[src/sv/chd_pkg.sv]
// shared types and result codes for the chunked body decoder
`default_nettype none

package chd_pkg;

    localparam int POS_W  = 48;
    localparam int BYTE_W = 8;

    // result kinds
    typedef enum logic [1:0] {
        KIND_PAYLOAD  = 2'd0,
        KIND_END      = 2'd1,
        KIND_OVERFLOW = 2'd2
    } out_kind_t;

    typedef struct packed {
        out_kind_t               kind;
        logic [BYTE_W-1:0]       payload_byte;
        logic [POS_W-1:0]        byte_position;
    } result_t;

endpackage

`default_nettype wire

[src/sv/chd_out_skid.sv]
// result register with a skid stage between decoder and output channel
`default_nettype none

module chd_out_skid (
    input  wire logic              aclk,
    input  wire logic              aresetn,
    input  wire logic              in_valid,
    input  wire chd_pkg::result_t  in_data,
    output logic                   in_ready,
    output logic                   out_valid,
    input  wire logic              out_ready,
    output chd_pkg::result_t       out_data
);
    import chd_pkg::*;

    logic    out_valid_reg;
    logic    skid_valid_reg;
    result_t out_data_reg;
    result_t skid_data_reg;

    assign in_ready  = !skid_valid_reg;
    assign out_valid = out_valid_reg;
    assign out_data  = out_data_reg;

    always_ff @(posedge aclk) begin
        if (!aresetn) begin
            out_valid_reg  <= 1'b0;
            skid_valid_reg <= 1'b0;
        end else begin
            if (out_ready || !out_valid_reg) begin
                // output free: refill from skid first, else from the new word
                if (skid_valid_reg) begin
                    out_valid_reg  <= 1'b1;
                    skid_valid_reg <= 1'b0;
                end else begin
                    out_valid_reg  <= in_valid;
                end
            end else if (in_valid) begin
                skid_valid_reg <= 1'b1;
            end
        end
    end

    always_ff @(posedge aclk) begin
        if (out_ready || !out_valid_reg) begin
            out_data_reg <= skid_valid_reg ? skid_data_reg : in_data;
        end else if (in_valid) begin
            skid_data_reg <= in_data;
        end
    end

endmodule

`default_nettype wire

[src/sv/http_chunked_body_decoder_core.sv]
// Chunked HTTP body decoder: takes one body byte per word on the input stream, parses each
// chunk size line (whitespace, hex digits, rest ignored, ends at CR LF or after LINE_LIMIT
// bytes), passes the chunk payload bytes out with their running file position, drops the two
// bytes after each chunk and reports end of body after the zero-size chunk, or an error when a
// size exceeds 0x7FFFFFFF. A word with tuser set stops decoding silently; after a stop, end or
// error every later word is taken and ignored until reset. Each input word is handled by the
// state update logic, so one word is accepted every clock while s_axis_tready is high; the
// result goes through an output register plus skid stage, and s_axis_tready drops only while
// that skid stage holds a word that the output side has not yet taken. The configuration write
// loads the position of the first payload byte and must only happen while the block is idle.
`default_nettype none

module http_chunked_body_decoder_core #(
    parameter int LINE_LIMIT = 2048
) (
    input  wire logic                       aclk,
    input  wire logic                       aresetn,
    input  wire logic                       cfg_wr_en,
    input  wire logic [chd_pkg::POS_W-1:0]  cfg_wr_data,   // start_position
    input  wire logic                       s_axis_tvalid,
    output logic                            s_axis_tready,
    input  wire logic [7:0]                 s_axis_tdata,  // data_byte
    input  wire logic [0:0]                 s_axis_tuser,  // op
    output logic                            m_axis_tvalid,
    input  wire logic                       m_axis_tready,
    output logic [55:0]                     m_axis_tdata,  // payload_byte, byte_position
    output logic [1:0]                      m_axis_tuser   // out_kind
);
    import chd_pkg::*;

    localparam int LCW = $clog2(LINE_LIMIT);

    localparam logic [7:0] CH_TAB = 8'h09;
    localparam logic [7:0] CH_LF  = 8'h0A;
    localparam logic [7:0] CH_VT  = 8'h0B;
    localparam logic [7:0] CH_FF  = 8'h0C;
    localparam logic [7:0] CH_CR  = 8'h0D;
    localparam logic [7:0] CH_SP  = 8'h20;

    typedef enum logic [1:0] {
        PH_LINE, PH_PAYLOAD, PH_TRAILER, PH_DONE
    } phase_t;

    typedef enum logic [1:0] {
        SUB_SKIP, SUB_DIGITS, SUB_REST_DIG, SUB_REST_NODIG
    } sub_t;

    phase_t            phase_reg, phase_next;
    sub_t              sub_reg, sub_next;
    logic [31:0]       acc_reg, acc_next;
    logic [30:0]       chunk_reg, chunk_next;
    logic [LCW-1:0]    cnt_reg, cnt_next;
    logic              cr_reg, cr_next;
    logic [30:0]       rem_reg, rem_next;
    logic              trl_reg, trl_next;
    logic [POS_W-1:0]  pos_reg, pos_next;

    logic        accept;
    logic        res_valid;
    result_t     res;
    result_t     m_res;
    logic [7:0]  b;
    logic        is_hex;
    logic        is_ws;
    logic [3:0]  hex_val;
    logic [31:0] acc_shift;
    sub_t        sub_p, sub_e;
    logic [31:0] acc_p, acc_e;
    logic        lf_end, cnt_end, has_digits, ovf;
    logic [30:0] size_e;

    assign accept = s_axis_tvalid && s_axis_tready;
    assign b      = s_axis_tdata;

    always_comb begin
        is_hex  = 1'b1;
        hex_val = 4'd0;
        case (b) inside
            [8'h30:8'h39]: hex_val = b[3:0];
            [8'h61:8'h66],
            [8'h41:8'h46]: hex_val = b[3:0] + 4'd9;
            default:       is_hex  = 1'b0;
        endcase
        is_ws = (b == CH_SP) || (b == CH_TAB) || (b == CH_LF) || (b == CH_VT)
             || (b == CH_FF) || (b == CH_CR);
    end

    // size line parsing of the current byte
    always_comb begin
        acc_shift = (|acc_reg[31:28]) ? 32'hFFFF_FFFF : {acc_reg[27:0], hex_val};
        sub_p = sub_reg;
        acc_p = acc_reg;
        case (sub_reg)
            SUB_SKIP: begin
                if (!is_ws) begin
                    if (!is_hex) begin
                        sub_p = SUB_REST_NODIG;
                    end else begin
                        sub_p = SUB_DIGITS;
                        acc_p = acc_shift;
                    end
                end
            end
            SUB_DIGITS: begin
                if (!is_hex) begin
                    sub_p = SUB_REST_DIG;
                end else begin
                    acc_p = acc_shift;
                end
            end
            default: ;
        endcase
        lf_end     = (cnt_reg != '0) && cr_reg && (b == CH_LF);
        cnt_end    = (cnt_reg == LCW'(LINE_LIMIT - 1));
        sub_e      = lf_end ? sub_reg : sub_p;
        acc_e      = lf_end ? acc_reg : acc_p;
        has_digits = (sub_e == SUB_DIGITS) || (sub_e == SUB_REST_DIG);
        ovf        = has_digits && acc_e[31];
        size_e     = has_digits ? acc_e[30:0] : chunk_reg;
    end

    always_comb begin
        phase_next = phase_reg;
        sub_next   = sub_reg;
        acc_next   = acc_reg;
        chunk_next = chunk_reg;
        cnt_next   = cnt_reg;
        cr_next    = cr_reg;
        rem_next   = rem_reg;
        trl_next   = trl_reg;
        pos_next   = pos_reg;
        res_valid  = 1'b0;
        res.kind          = KIND_PAYLOAD;
        res.payload_byte  = b;
        res.byte_position = pos_reg;

        if (accept && phase_reg != PH_DONE) begin
            if (s_axis_tuser[0]) begin
                phase_next = PH_DONE;
            end else begin
                case (phase_reg)
                    PH_LINE: begin
                        if (!lf_end) begin
                            sub_next = sub_p;
                            acc_next = acc_p;
                            cr_next  = (b == CH_CR);
                            cnt_next = cnt_reg + 1'b1;
                        end
                        if (lf_end || cnt_end) begin
                            if (ovf) begin
                                phase_next        = PH_DONE;
                                res_valid         = 1'b1;
                                res.kind          = KIND_OVERFLOW;
                                res.payload_byte  = '0;
                            end else begin
                                chunk_next = size_e;
                                rem_next   = size_e;
                                trl_next   = 1'b0;
                                phase_next = (size_e != '0) ? PH_PAYLOAD : PH_TRAILER;
                            end
                        end
                    end
                    PH_PAYLOAD: begin
                        res_valid = 1'b1;
                        pos_next  = pos_reg + 1'b1;
                        rem_next  = rem_reg - 1'b1;
                        if (rem_reg == 31'd1) begin
                            phase_next = PH_TRAILER;
                            trl_next   = 1'b0;
                        end
                    end
                    PH_TRAILER: begin
                        if (!trl_reg) begin
                            trl_next = 1'b1;
                        end else begin
                            trl_next = 1'b0;
                            if (chunk_reg == '0) begin
                                phase_next       = PH_DONE;
                                res_valid        = 1'b1;
                                res.kind         = KIND_END;
                                res.payload_byte = '0;
                            end else begin
                                phase_next = PH_LINE;
                                sub_next   = SUB_SKIP;
                                acc_next   = '0;
                                cnt_next   = '0;
                                cr_next    = 1'b0;
                            end
                        end
                    end
                    default: ;
                endcase
            end
        end

        if (cfg_wr_en) begin
            pos_next = cfg_wr_data;
        end
    end

    always_ff @(posedge aclk) begin
        if (!aresetn) begin
            phase_reg <= PH_LINE;
            sub_reg   <= SUB_SKIP;
            acc_reg   <= '0;
            chunk_reg <= '0;
            cnt_reg   <= '0;
            cr_reg    <= 1'b0;
            rem_reg   <= '0;
            trl_reg   <= 1'b0;
            pos_reg   <= '0;
        end else begin
            phase_reg <= phase_next;
            sub_reg   <= sub_next;
            acc_reg   <= acc_next;
            chunk_reg <= chunk_next;
            cnt_reg   <= cnt_next;
            cr_reg    <= cr_next;
            rem_reg   <= rem_next;
            trl_reg   <= trl_next;
            pos_reg   <= pos_next;
        end
    end

    chd_out_skid u_out (
        .aclk      (aclk),
        .aresetn   (aresetn),
        .in_valid  (res_valid),
        .in_data   (res),
        .in_ready  (s_axis_tready),
        .out_valid (m_axis_tvalid),
        .out_ready (m_axis_tready),
        .out_data  (m_res)
    );

    assign m_axis_tdata = {m_res.byte_position, m_res.payload_byte};
    assign m_axis_tuser = m_res.kind;

    // end and error words always leave the decoder finished
    assert property (@(posedge aclk) disable iff (!aresetn)
        (res_valid && res.kind != KIND_PAYLOAD) |=> (phase_reg == PH_DONE))
        else $error("end or error word without entering done");

    // once finished, only reset leaves the done phase
    assert property (@(posedge aclk) disable iff (!aresetn)
        (phase_reg == PH_DONE) |=> (phase_reg == PH_DONE))
        else $error("left done phase without reset");

    // payload words come only from the payload phase
    assert property (@(posedge aclk) disable iff (!aresetn)
        (res_valid && res.kind == KIND_PAYLOAD) |-> (phase_reg == PH_PAYLOAD))
        else $error("payload word outside payload phase");

    // a chunk in progress always has bytes left
    assert property (@(posedge aclk) disable iff (!aresetn)
        (phase_reg == PH_PAYLOAD) |-> (rem_reg != '0))
        else $error("payload phase with no bytes remaining");

    // a payload word advances the position by one
    assert property (@(posedge aclk) disable iff (!aresetn)
        (res_valid && res.kind == KIND_PAYLOAD && !cfg_wr_en)
            |=> (pos_reg == $past(pos_reg) + 1'b1))
        else $error("position did not advance after payload word");

endmodule

`default_nettype wire

[config.mk]
export PLATFORM = sky130hd
export DESIGN_NAME = http_chunked_body_decoder_core
export DESIGN_NICKNAME = d
export VERILOG_FILES = /design/src/sv/chd_pkg.sv /design/src/sv/chd_out_skid.sv /design/src/sv/http_chunked_body_decoder_core.sv
export SDC_FILE = /design/constraint.sdc
export NUM_CORES = 1
export LEC_CHECK = 0
export ABC_AREA = 0
export BUFFER_PORTS_ARGS = -buffer_cell sky130_fd_sc_hd__buf_2
export CORE_MARGIN = 5
export CORE_UTILIZATION = 37
export DETAILED_ROUTE_END_ITERATION = 8
export PLACE_DENSITY = 0.61
export SLEW_MARGIN = 40
export SYNTH_ARGS = -nofsm -noshare
export SYNTH_HDL_FRONTEND = slang
export SYNTH_SLANG_ARGS = --single-unit
export TNS_END_PERCENT = 20
[constraint.sdc]
create_clock -name aclk -period 7.64 [get_ports aclk]
set_input_delay 0.382 -clock aclk [delete_from_list [all_inputs] [get_ports aclk]]
set_output_delay 0.382 -clock aclk [all_outputs]
set_load 0.01 [all_outputs]
==> out/metrics.yaml <==
multiInputGateArea_um2: 6210
arrival_ns: 4.11
htree_num_levels: 1
ys_async_sr_fraction: 0
drt_iter0_drc: 835
start_util: 0.374
grt_overflow: 0
finalPower_mw: 3.48
whs_path_depth: 3
setup_viol: 0
ys_seq_elements: 277
max_stage_delay_ns: 0.53
cts_hold_buf: 0
synth-main-ff-cell: "dfxtp_1"
ff_latch_area_um2: 6710
dpl_cell_area_um2: 14300
clock-root-buffer: "clkbuf_16"
worst_path_most_repeated_cell: "buf_4"
num_vias: 10900
crit_type: "in2reg"
power.leakage_nw: 5.56
dpl.hpwl_mm: 23.2
synth_area_leaders: "edfxtp_1, dfxtp_1, nor2_1"
clkSlewWorstSetupHoldPaths_ns: 0.06
cts_buffer_depth: 3
netlist_area_um2: 13300
die_y_um: 200
gp_congestion: 0.820
yosys.area.top_type: "edfxtp_1"
worst_pin_slew_ns: 0.810
rr_worst_depth: 11
post_drt_wl_per_cell_um: 17.8
max_slew_margin: 0.460
ant_nets: 0
cp_num_buf_inv: 4
final_common_cell: "nor2_1"
grt_pass1_vias: 10200
yosysTopAreaCellShare: 0.262
finalSetupTns_ns: 0
io-pin-count: 122
ys_types: 69
crit_chain: "buf_2 > inv_1 > ha_1 > o21bai_1 > a21oi_1 > o22a_1 > buf_4 > mux2_2 > a211oi_1 > o21a_2 > buf_4 > o21ai_0 > a22oi_1 > nor2_1"
coreArea_um2: 35600
rsz0062_at_grt: "no"
min_period_ns: 3.71
layout-drive-gt1-share: 0.178
fin_nets: 1568
status: "complete, no violations"
hp-class: "in2reg"
cts_resized: 0
yosys_warnings: 0
hold_end: "pos_reg[40]$_SDFFE_PN0P_"
postCtsSetupRepairBufs: 0
numCtsBuffers: 30
vias_per_cell: 5.51
clock_sinks: 277
num_rows: 69
synth_cells: 1405
drt_wl_total_mm: 35.2
clock_skew_ns: 0.0258
numPortBuffers: 121
pwr_density_cell_nw_per_um2: 226
max_freq_mhz: 270
drt_drc_violations_left: 0
cts_tree: "yes"
die_x_um: 200
antenna_found_initial: 2
hp-start: "cfg_wr_data[40]"
end_kind: "flip-flop"
r2r_start: "cnt_reg[6]$_SDFFE_PN0P_"
most-common-layout-cells: "nor2_1, dfxtp_1, nand2_1"
grt_max_degree: 85
cp.required_ns: 8.05
maxCapViolations: 0
cp-start-kind: "input port"
fill_cells: 3401
synth_edf_count: 116
worst_skew_pair.late_latency_ns: 0.57
synth.avg_cell_area_um2: 9.47
grt_pass1_wl_mm: 56.1
reg2reg_setup_slack_ns: 3.99
min_period_over_period: 0.485
hold_viol_final: 0
ir_drop_v: 0.000173
crit_fanout: 37
syn2layout_area_growth_pct: 15.7
track_usage: 0.170
die-area_um2: 39900
finalMaxSlewViolations: 0
synthesis.nets: 1481
crit_path_top_delay_cell: "a21oi_1"
design_area_um2: 15400
diodes: 0
ys_seq_area_frac: 0.504
cp_top_family: "compound AO/OA/AOI/OAI gates"
dr.pass1.iters: 5
r2r-end: "rem_reg[10]$_SDFFE_PN0P_"
final cells by class:
class | instances | area share
Clock buffer | 40 | 0.0545
Timing Repair Buffer | 142 | 0.0502
Sequential cell | 277 | 0.436
Tap cell | 461 | 0.0375
Inverter | 27 | 0.00667
Multi-Input combinational cell | 1014 | 0.403
Clock inverter | 16 | 0.0122
routing by layer:
metal	routed length, um	vias to the layer above	GRT usage
met5	0	-	0
met4	592	0	0.0347
met3	1920	43	0.0196
met2	16500	288	0.278
met1	16200	5227	0.244
li1	-	5329	-
worst max-delay path by stage:
stage	from	to	slack, ns	cells after the start
after floorplan	s_axis_tdata[0]	u_out.skid_data_reg[0]$_DFFE_PP_	1.02	11
after global placement	s_axis_tdata[1]	rem_reg[10]$_SDFFE_PN0P_	3.31	14
after detailed placement	s_axis_tdata[1]	rem_reg[10]$_SDFFE_PN0P_	3.16	14
after CTS	cnt_reg[6]$_SDFFE_PN0P_	rem_reg[10]$_SDFFE_PN0P_	3.74	11
after global routing	s_axis_tdata[1]	rem_reg[10]$_SDFFE_PN0P_	3.66	14
final	s_axis_tdata[1]	rem_reg[10]$_SDFFE_PN0P_	3.93	14
cell families (layout without fill, tap and decap cells):
kind of cell / after synthesis / in the layout / synth area share
AO/OA/AOI/OAI: 350 / 350 / 0.168
adder cells (fa/ha/maj): 14 / 14 / 0.0132
AND/OR/NAND/NOR: 536 / 536 / 0.195
multiplexers: 62 / 62 / 0.0514
XOR/XNOR: 52 / 52 / 0.0342
buffers and inverters: 114 / 225 / 0.0338
flip-flops: 277 / 277 / 0.504
cell usage after synthesis, types with 4 or more instances:
library cell and instances:
nor2b_1 8, nor4_1 24, edfxtp_1 116, a21o_1 4, and2_1 12, o311a_1 7
buf_1 8, clkbuf_1 63, or2_2 5, a22oi_1 10, inv_1 26, o31a_1 15
nor3b_1 4, xnor2_1 24, ha_1 14, or4_1 6, o21a_1 11, nor2_1 168
nand2b_1 10, a21oi_1 92, a211oi_1 46, mux2i_1 11, buf_2 15, xor2_1 28
o22ai_1 9, o32ai_1 4, or3_1 15, o221a_2 6, mux2_2 51, a31oi_1 19
and4_1 10, nor3_1 52, nand3_1 44, o21ai_0 92, nand4_1 18, nand2_1 129
dfxtp_1 161, o211ai_1 4, o31ai_1 7, and3_1 15
per-stage QoR:
step | setup slack (ns) | cells | util | hold WS (ns)
6_report | 3.93 | 1977 | 0.433 | 0.0779
4_1_cts | 3.74 | 1976 | 0.432 | 0.0519
3_5_place_dp | 3.16 | 1920 | 0.403 | 0.444
2_1_floorplan | 1.02 | 1405 | - | 0.422
5_1_grt | 3.66 | 1977 | 0.433 | 0.0742
3_3_place_gp | 3.31 | 1920 | 0.403 | 0.442
report_power, final:
part           switching (mW)  internal, mW
Combinational           0.235         0.134
Sequential             0.0389          1.59
Clock                   0.608         0.875
worst reg2reg max path: stages, from the launching register on:
cell      delay, ns
dfxtp_1        0.35
nor4_1         0.39
and4_1         0.32
o22a_1         0.14
buf_4          0.34
mux2_2         0.44
a211oi_1       0.34
o21a_2         0.52
buf_4          0.32
o21ai_0        0.11
a22oi_1        0.16
nor2_1         0.06
No activity file was read; power rests on OpenSTA's default activity.
